`src/hdl/gda_pkg.sv`:
```
// Shared types, codes and calendar functions for the Gregorian date arithmetic unit.
package gda_pkg;

    localparam logic [1:0] OP_ADD     = 2'd0;
    localparam logic [1:0] OP_SUB     = 2'd1;
    localparam logic [1:0] OP_BETWEEN = 2'd2;
    localparam logic [1:0] OP_LATER   = 2'd3;

    localparam logic [1:0] ST_OK        = 2'd0;
    localparam logic [1:0] ST_BAD_MONTH = 2'd1;
    localparam logic [1:0] ST_BAD_DAY   = 2'd2;
    localparam logic [1:0] ST_BAD_YEAR  = 2'd3;

    localparam int unsigned MAX_OFFSET_DAYS = 65535;

    localparam logic [11:0] YEAR_MIN = 12'd1900;
    localparam logic [11:0] YEAR_MAX = 12'd2100;

    // Multiplicative inverse of 25 modulo 4096; a 12-bit year is a multiple of 25
    // exactly when its product with the inverse, modulo 4096, is at most 163.
    localparam logic [11:0] INV25     = 12'd3113;
    localparam logic [11:0] DIV25_MAX = 12'd163;

    typedef struct packed {
        logic load;
        logic init;
        logic add_step;
        logic sub_step;
        logic month_step;
        logic serial_step;
        logic finish;
    } gda_cmd_t;

    typedef struct packed {
        logic       bad;
        logic [1:0] op;
        logic       add_done;
        logic       sub_done;
        logic       month_done;
        logic       serial_done;
    } gda_sts_t;

    function automatic logic leap_year(input logic [11:0] y);
        logic [23:0] prod;
        logic        div25;
        prod  = {12'b0, y} * {12'b0, INV25};
        div25 = (prod[11:0] <= DIV25_MAX);
        return ((y[1:0] == 2'b00) && !div25) || ((y[3:0] == 4'b0000) && div25);
    endfunction

    function automatic logic [4:0] month_len(input logic [3:0] m, input logic leap);
        logic [4:0] len;
        if (m == 4'd2) begin
            len = leap ? 5'd29 : 5'd28;
        end else if (m inside {4'd4, 4'd6, 4'd9, 4'd11}) begin
            len = 5'd30;
        end else begin
            len = 5'd31;
        end
        return len;
    endfunction

    function automatic logic [8:0] month_start(input logic [3:0] m);
        logic [8:0] s;
        case (m)
            4'd1:    s = 9'd0;
            4'd2:    s = 9'd31;
            4'd3:    s = 9'd59;
            4'd4:    s = 9'd90;
            4'd5:    s = 9'd120;
            4'd6:    s = 9'd151;
            4'd7:    s = 9'd181;
            4'd8:    s = 9'd212;
            4'd9:    s = 9'd243;
            4'd10:   s = 9'd273;
            4'd11:   s = 9'd304;
            4'd12:   s = 9'd334;
            default: s = 9'd0;
        endcase
        return s;
    endfunction

    function automatic logic [1:0] check_date(
        input logic [4:0]  d,
        input logic [3:0]  m,
        input logic [11:0] y
    );
        logic [4:0] len;
        logic [1:0] st;
        len = month_len(m, leap_year(y));
        if (m == 4'd0 || m > 4'd12) begin
            st = ST_BAD_MONTH;
        end else if (d == 5'd0 || d > len) begin
            st = ST_BAD_DAY;
        end else if (y < YEAR_MIN || y > YEAR_MAX) begin
            st = ST_BAD_YEAR;
        end else begin
            st = ST_OK;
        end
        return st;
    endfunction

endpackage

```
`src/hdl/gda_datapath.sv`:
```
// Datapath of the date unit: request registers, year and month stepping, day counts and result registers.
module gda_datapath (
    input  logic               aclk,
    input  gda_pkg::gda_cmd_t  cmd,
    output gda_pkg::gda_sts_t  sts,
    input  logic [1:0]         s_req_type,
    input  logic [4:0]         s_first_day,
    input  logic [3:0]         s_first_month,
    input  logic [11:0]        s_first_year,
    input  logic [4:0]         s_second_day,
    input  logic [3:0]         s_second_month,
    input  logic [11:0]        s_second_year,
    input  logic [15:0]        s_day_offset,
    input  logic               aresetn,
    output logic [4:0]         m_out_day,
    output logic [3:0]         m_out_month,
    output logic [11:0]        m_out_year,
    output logic [16:0]        m_day_distance,
    output logic               m_is_later,
    output logic [1:0]         m_status
);
    import gda_pkg::*;

    logic [1:0]  op_reg;
    logic [4:0]  d1_reg, d2_reg;
    logic [3:0]  m1_reg, m2_reg;
    logic [11:0] y1_reg, y2_reg;
    logic [15:0] rem_reg;
    logic [1:0]  status_reg;
    logic [11:0] ycur_reg;
    logic [8:0]  doy_reg;
    logic [3:0]  mon_reg;
    logic [16:0] acc1_reg, acc2_reg;

    logic [4:0]  out_day_reg;
    logic [3:0]  out_month_reg;
    logic [11:0] out_year_reg;
    logic [16:0] day_distance_reg;
    logic        is_later_reg;
    logic [1:0]  out_status_reg;

    logic [15:0] off_sat;
    logic [1:0]  st1, st2, status_comb;
    logic        leap1, leap2, leapc, leapp;
    logic [11:0] yprev;
    logic [8:0]  doy1, doy2;
    logic [8:0]  ylenc, ylenp, left;
    logic [8:0]  ml;
    logic [11:0] ymax;
    logic        add_more, sub_more, month_more, serial_more;

    always_comb begin
        off_sat = (32'(s_day_offset) > MAX_OFFSET_DAYS) ? 16'(MAX_OFFSET_DAYS) : s_day_offset;

        st1 = check_date(d1_reg, m1_reg, y1_reg);
        st2 = check_date(d2_reg, m2_reg, y2_reg);
        if (st1 != ST_OK) begin
            status_comb = st1;
        end else if (op_reg == OP_BETWEEN || op_reg == OP_LATER) begin
            status_comb = st2;
        end else begin
            status_comb = ST_OK;
        end

        leap1 = leap_year(y1_reg);
        leap2 = leap_year(y2_reg);
        leapc = leap_year(ycur_reg);
        yprev = ycur_reg - 12'd1;
        leapp = leap_year(yprev);

        doy1 = month_start(m1_reg) + 9'((m1_reg > 4'd2) && leap1) + {4'b0, d1_reg} - 9'd1;
        doy2 = month_start(m2_reg) + 9'((m2_reg > 4'd2) && leap2) + {4'b0, d2_reg} - 9'd1;

        ylenc = leapc ? 9'd366 : 9'd365;
        ylenp = leapp ? 9'd366 : 9'd365;
        left  = ylenc - doy_reg;
        ml    = {4'b0, month_len(mon_reg, leapc)};
        ymax  = (y1_reg > y2_reg) ? y1_reg : y2_reg;

        add_more    = ({7'b0, left} <= rem_reg);
        sub_more    = (rem_reg > {7'b0, doy_reg});
        month_more  = (doy_reg >= ml);
        serial_more = (ycur_reg < ymax);

        sts.bad         = (status_comb != ST_OK);
        sts.op          = op_reg;
        sts.add_done    = !add_more;
        sts.sub_done    = !sub_more;
        sts.month_done  = !month_more;
        sts.serial_done = !serial_more;
    end

    always_ff @(posedge aclk) begin
        if (cmd.load) begin
            op_reg  <= s_req_type;
            d1_reg  <= s_first_day;
            m1_reg  <= s_first_month;
            y1_reg  <= s_first_year;
            d2_reg  <= s_second_day;
            m2_reg  <= s_second_month;
            y2_reg  <= s_second_year;
            rem_reg <= off_sat;
        end
        if (cmd.init) begin
            status_reg <= status_comb;
            mon_reg    <= 4'd1;
            doy_reg    <= doy1;
            acc1_reg   <= {8'b0, doy1};
            acc2_reg   <= {8'b0, doy2};
            ycur_reg   <= (op_reg == OP_ADD || op_reg == OP_SUB) ? y1_reg : YEAR_MIN;
        end
        if (cmd.add_step) begin
            if (add_more) begin
                rem_reg  <= rem_reg - {7'b0, left};
                ycur_reg <= ycur_reg + 12'd1;
                doy_reg  <= 9'd0;
            end else begin
                doy_reg <= doy_reg + rem_reg[8:0];
            end
        end
        if (cmd.sub_step) begin
            if (sub_more) begin
                rem_reg  <= rem_reg - ({7'b0, doy_reg} + 16'd1);
                ycur_reg <= yprev;
                doy_reg  <= ylenp - 9'd1;
            end else begin
                doy_reg <= doy_reg - rem_reg[8:0];
            end
        end
        if (cmd.month_step && month_more) begin
            doy_reg <= doy_reg - ml;
            mon_reg <= mon_reg + 4'd1;
        end
        if (cmd.serial_step && serial_more) begin
            if (ycur_reg < y1_reg) begin
                acc1_reg <= acc1_reg + {8'b0, ylenc};
            end
            if (ycur_reg < y2_reg) begin
                acc2_reg <= acc2_reg + {8'b0, ylenc};
            end
            ycur_reg <= ycur_reg + 12'd1;
        end
        if (cmd.finish) begin
            out_day_reg      <= 5'd0;
            out_month_reg    <= 4'd0;
            out_year_reg     <= 12'd0;
            day_distance_reg <= 17'd0;
            is_later_reg     <= 1'b0;
            out_status_reg   <= status_reg;
            if (status_reg == ST_OK) begin
                case (op_reg)
                    OP_ADD, OP_SUB: begin
                        out_day_reg   <= doy_reg[4:0] + 5'd1;
                        out_month_reg <= mon_reg;
                        out_year_reg  <= ycur_reg;
                    end
                    OP_BETWEEN: begin
                        day_distance_reg <= (acc1_reg > acc2_reg) ? acc1_reg - acc2_reg
                                                                  : acc2_reg - acc1_reg;
                    end
                    default: begin
                        is_later_reg <= (acc1_reg > acc2_reg);
                    end
                endcase
            end
        end
    end

    assign m_out_day      = out_day_reg;
    assign m_out_month    = out_month_reg;
    assign m_out_year     = out_year_reg;
    assign m_day_distance = day_distance_reg;
    assign m_is_later     = is_later_reg;
    assign m_status       = out_status_reg;

    // The month walk always starts from January and stops before it leaves December.
    a_month_range: assert property (@(posedge aclk) disable iff (!aresetn)
        cmd.month_step |-> (mon_reg >= 4'd1 && mon_reg <= 4'd12))
        else $error("month counter out of range during month walk");

endmodule

```
`src/hdl/gda_ctrl.sv`:
```
// Controller state machine that sequences validation, year and month stepping and result hand-off.
module gda_ctrl (
    input  logic               aclk,
    input  logic               aresetn,
    input  logic               s_valid,
    output logic               s_ready,
    output logic               m_valid,
    input  logic               m_ready,
    output gda_pkg::gda_cmd_t  cmd,
    input  gda_pkg::gda_sts_t  sts
);
    import gda_pkg::*;

    localparam logic [2:0] S_IDLE     = 3'd0;
    localparam logic [2:0] S_INIT     = 3'd1;
    localparam logic [2:0] S_ADD_YEAR = 3'd2;
    localparam logic [2:0] S_SUB_YEAR = 3'd3;
    localparam logic [2:0] S_MONTH    = 3'd4;
    localparam logic [2:0] S_SERIAL   = 3'd5;
    localparam logic [2:0] S_DONE     = 3'd6;

    logic [2:0] state_reg, state_next;
    logic       m_valid_reg, m_valid_next;

    always_comb begin
        state_next   = state_reg;
        m_valid_next = m_valid_reg && !m_ready;
        cmd          = '0;
        s_ready      = 1'b0;
        case (state_reg)
            S_IDLE: begin
                s_ready  = 1'b1;
                cmd.load = s_valid;
                if (s_valid) begin
                    state_next = S_INIT;
                end
            end
            S_INIT: begin
                cmd.init = 1'b1;
                if (sts.bad) begin
                    state_next = S_DONE;
                end else if (sts.op == OP_ADD) begin
                    state_next = S_ADD_YEAR;
                end else if (sts.op == OP_SUB) begin
                    state_next = S_SUB_YEAR;
                end else begin
                    state_next = S_SERIAL;
                end
            end
            S_ADD_YEAR: begin
                cmd.add_step = 1'b1;
                if (sts.add_done) begin
                    state_next = S_MONTH;
                end
            end
            S_SUB_YEAR: begin
                cmd.sub_step = 1'b1;
                if (sts.sub_done) begin
                    state_next = S_MONTH;
                end
            end
            S_MONTH: begin
                cmd.month_step = 1'b1;
                if (sts.month_done) begin
                    state_next = S_DONE;
                end
            end
            S_SERIAL: begin
                cmd.serial_step = 1'b1;
                if (sts.serial_done) begin
                    state_next = S_DONE;
                end
            end
            S_DONE: begin
                if (!m_valid_reg || m_ready) begin
                    cmd.finish   = 1'b1;
                    m_valid_next = 1'b1;
                    state_next   = S_IDLE;
                end
            end
            default: begin
                state_next = S_IDLE;
            end
        endcase
    end

    always_ff @(posedge aclk) begin
        if (!aresetn) begin
            state_reg   <= S_IDLE;
            m_valid_reg <= 1'b0;
        end else begin
            state_reg   <= state_next;
            m_valid_reg <= m_valid_next;
        end
    end

    assign m_valid = m_valid_reg;

    a_accept_starts: assert property (@(posedge aclk) disable iff (!aresetn)
        (s_valid && s_ready) |=> (state_reg == S_INIT))
        else $error("input transfer did not start a request");

    a_finish_free: assert property (@(posedge aclk) disable iff (!aresetn)
        cmd.finish |-> (!m_valid_reg || m_ready))
        else $error("result register overwritten before its transfer");

    a_valid_from_finish: assert property (@(posedge aclk) disable iff (!aresetn)
        $rose(m_valid_reg) |-> $past(cmd.finish))
        else $error("result valid raised without a finished request");

endmodule

```
`src/hdl/gregorian_date_arithmetic_unit.sv`:
```
// Top level of the Gregorian date arithmetic unit: controller and datapath.
// Each request is handled alone: after an input transfer the unit checks the dates, then
// steps one year per cycle and, for add and subtract, afterwards one month per cycle in a
// single adder/compare datapath. Add and subtract step over the year boundaries that the
// offset crosses (up to about 180 for the largest offset) and then over the months up to
// the month of the result; days-between and compare step over the years from 1900 up to
// the later year. A date that fails its check skips all stepping and goes straight to the
// result. The next request is taken while a finished result still waits in the output
// register.
module gregorian_date_arithmetic_unit (
    input  logic        aclk,
    input  logic        aresetn,
    input  logic        s_valid,
    output logic        s_ready,
    input  logic [1:0]  s_req_type,
    input  logic [4:0]  s_first_day,
    input  logic [3:0]  s_first_month,
    input  logic [11:0] s_first_year,
    input  logic [4:0]  s_second_day,
    input  logic [3:0]  s_second_month,
    input  logic [11:0] s_second_year,
    input  logic [15:0] s_day_offset,
    output logic        m_valid,
    input  logic        m_ready,
    output logic [4:0]  m_out_day,
    output logic [3:0]  m_out_month,
    output logic [11:0] m_out_year,
    output logic [16:0] m_day_distance,
    output logic        m_is_later,
    output logic [1:0]  m_status
);
    import gda_pkg::*;

    gda_cmd_t cmd;
    gda_sts_t sts;

    gda_ctrl u_ctrl (
        .aclk    (aclk),
        .aresetn (aresetn),
        .s_valid (s_valid),
        .s_ready (s_ready),
        .m_valid (m_valid),
        .m_ready (m_ready),
        .cmd     (cmd),
        .sts     (sts)
    );

    gda_datapath u_datapath (
        .aclk           (aclk),
        .cmd            (cmd),
        .sts            (sts),
        .s_req_type     (s_req_type),
        .s_first_day    (s_first_day),
        .s_first_month  (s_first_month),
        .s_first_year   (s_first_year),
        .s_second_day   (s_second_day),
        .s_second_month (s_second_month),
        .s_second_year  (s_second_year),
        .s_day_offset   (s_day_offset),
        .aresetn        (aresetn),
        .m_out_day      (m_out_day),
        .m_out_month    (m_out_month),
        .m_out_year     (m_out_year),
        .m_day_distance (m_day_distance),
        .m_is_later     (m_is_later),
        .m_status       (m_status)
    );

endmodule
```
`config.mk`:
```
export PLATFORM = sky130hd
export DESIGN_NAME = gregorian_date_arithmetic_unit
export DESIGN_NICKNAME = d
export VERILOG_FILES = /design/src/hdl/gda_pkg.sv /design/src/hdl/gda_datapath.sv /design/src/hdl/gda_ctrl.sv /design/src/hdl/gregorian_date_arithmetic_unit.sv
export SDC_FILE = /design/constraint.sdc
export NUM_CORES = 1
export LEC_CHECK = 0
export ABC_AREA = 1
export BUFFER_PORTS_ARGS = -buffer_cell sky130_fd_sc_hd__buf_2
export CORE_MARGIN = 2
export CORE_UTILIZATION = 30
export DETAILED_ROUTE_END_ITERATION = 7
export GPL_TIMING_DRIVEN = 0
export PLACE_DENSITY_LB_ADDON = 0.2
export SYNTH_ARGS = -nofsm -noshare
export SYNTH_HDL_FRONTEND = slang
export SYNTH_SLANG_ARGS = --single-unit
```
`constraint.sdc`:
```
create_clock -name aclk -period 9.03 [get_ports aclk]
set_clock_uncertainty 0.2 [all_clocks]
set_input_delay 1.3545 -clock aclk [delete_from_list [all_inputs] [get_ports aclk]]
set_output_delay 1.3545 -clock aclk [all_outputs]
set_load 0.01 [all_outputs]
```
==> metrics.csv <==
metric,value,unit
status,finished clean,
io_pins,107,
netlist_area,18200,um^2
crit_arrival,7.63,ns
ys_types,60,
port_buffers,106,
dieHeight,250,um
insertion_delay,0.51,ns
cap_violations,0,
wl_per_cell,17.1,um
hp-class,reg -> reg,
grt_pass1_wl,88900,um
rsz0062_at_grt,no,
syn_inst,2393,
cts_buffers,17,
cp_data_required_time,9.23,ns
post_cts_buffers,0,
ys_async_sr_fraction,0,
critPathMaxStageDelay,0.57,ns
h-tree-depth,4,
worstHoldStart,u_datapath.acc1_reg[14],
avgSynthCellArea,7.60,um^2
critPathLaunchType,register,
ys_seq_elements,184,
endpoint_kind,register,
clk_pin_slew,0.08,ns
postRouteAntennaNets,0,
setup_tns,0,ns
max_freq,135,MHz
ctsResizeCount,0,
drt_wl_total,56500,um
gp_congestion,0.911,
post-dp-hpwl,45800,um
period_minus_slack,7.43,ns
synth_common_cells,"nand2_1, inv_1, ha_1",
cts_tree,done,
criticalPathCategory,reg -> reg,
route.detailed.drc,0,
track_usage,0.183,
cts_hold_buf,0,
first_global_vias,15900,
grt_max_degree,54,
yosysWarnings,0,
synth_ff_type,edfxtp_1,
avgViaCountPerCell,4.93,
cts_root_buf,clkbuf_16,
die_x,250,um
core_area,60100,um^2
register_area,4680,um^2
clockBufferDepth,2,
syn_nets,2772,
path_common_cell,inv_1,
cts_sinks,184,
maxSlewHeadroom,0.346,
final_net_count,2899,
rows,90,
synth_top_cells_by_area,"ha_1, edfxtp_1, nand2_1, dfxtp_1, inv_1",
setup_viol,0,
fillCellCount,6483,
yosysTopAreaCell,ha_1,
slew_violations,0,
synth_seq_area_share,0.258,
r2r-start,u_datapath.ycur_reg[6],
synth.most_common_cell,nand2_1,
area_growth,12.0,%
antenna_found_initial,0,
vias,16300,
yosysTopAreaCellShare,0.192,
synth_edf_count,100,
period_share,0.823,
multi_input_area,11800,um^2
hold_viol_final,0,
start_util,0.302,
crit_start,u_datapath.ycur_reg[6],
gr-total-overflow,0,
cpMaxStageDelayCell,fa_1,
diodes,0,
drtPass1Iterations,5,
layout-drive-gt1-share,0.0888,
crit_fanout,10,
drtIter0Drc,1016,
dieArea,62600,um^2
tightest_slew,0.971,ns
area by class of cell:
type | count | share of cell area
buffer | 50 | 0.0141
sequential | 184 | 0.230
clock inverter | 14 | 0.00953
tap | 782 | 0.0481
clock buffer | 18 | 0.0211
multi-input combinational | 1785 | 0.581
inverter | 374 | 0.0691
timing repair buffer | 108 | 0.0274
per-layer routing:
layer	share of wire	GRT usage
met1	0.49	0.259
met2	0.44	0.285
met3	0.046	0.0262
met4	0.021	0.0570
met5	0	0
per-stage QoR:
step | util | hold slack, ns | instances | worst slack, ns | cell area, um^2
2_1_floorplan | - | 0.227 | 2393 | 2.54 | 18200
3_3_place_gp | 0.327 | 0.280 | 3281 | 0.179 | 19700
3_5_place_dp | 0.328 | 0.286 | 3283 | 1.64 | 19700
4_1_cts | 0.338 | 0.297 | 3315 | 1.57 | 20400
5_1_grt | 0.338 | 0.315 | 3315 | 1.13 | 20400
6_report | 0.338 | 0.300 | 3315 | 1.60 | 20400
cells by family (layout without fill, tap and decap cells):
| kind of cell | after synthesis | count (layout) | share of synthesized area |
|---|---|---|---|
| compound gates | 517 | 517 | 0.161 |
| xor+xnor | 132 | 132 | 0.0636 |
| buf+inv | 424 | 564 | 0.0930 |
| fa+ha+maj | 315 | 315 | 0.232 |
| flops | 184 | 184 | 0.258 |
| simple gates | 821 | 821 | 0.193 |
final timing paths:
check	end	slack [ns]	cells past startpoint
setup / recovery	u_datapath.rem_reg[11]	1.60	37
hold / removal	u_datapath.acc1_reg[14]	0.30	2
setup reg to reg	u_datapath.rem_reg[11]	1.60	37
hold reg to reg	u_datapath.acc1_reg[14]	0.30	2
layout by cell type (no fill, tap or decap), types with 17 or more instances in the layout:
master     netlist  routed
a21oi_1        174     173
buf_2           19     125
clkbuf_1        18      18
clkbuf_16        0      17
dfxtp_1         84      84
edfxtp_1       100     100
fa_1            36      36
ha_1           279     279
inv_1          358     358
nand2_1        462     462
nand3_1         97      97
nand4_1         24      24
nor2_1         158     158
nor3_1          31      31
o211ai_1        27      27
o21ai_0        191     190
o21ai_1         33      34
xnor2_1         40      40
xor2_1          92      92
critical path, delay by kind of cell, from the launching register on:
kind | cells | cell delay, ns
compound gates | 10 | 1.42
xor+xnor | 1 | 0.18
fa+ha+maj | 6 | 2.33
buf+inv | 9 | 1.28
flops | 1 | 0.55
simple gates | 11 | 1.32
Power is left out: the tool's default activity adds up to more than one toggle a clock period on the data nets, which glitch-free logic cannot reach.
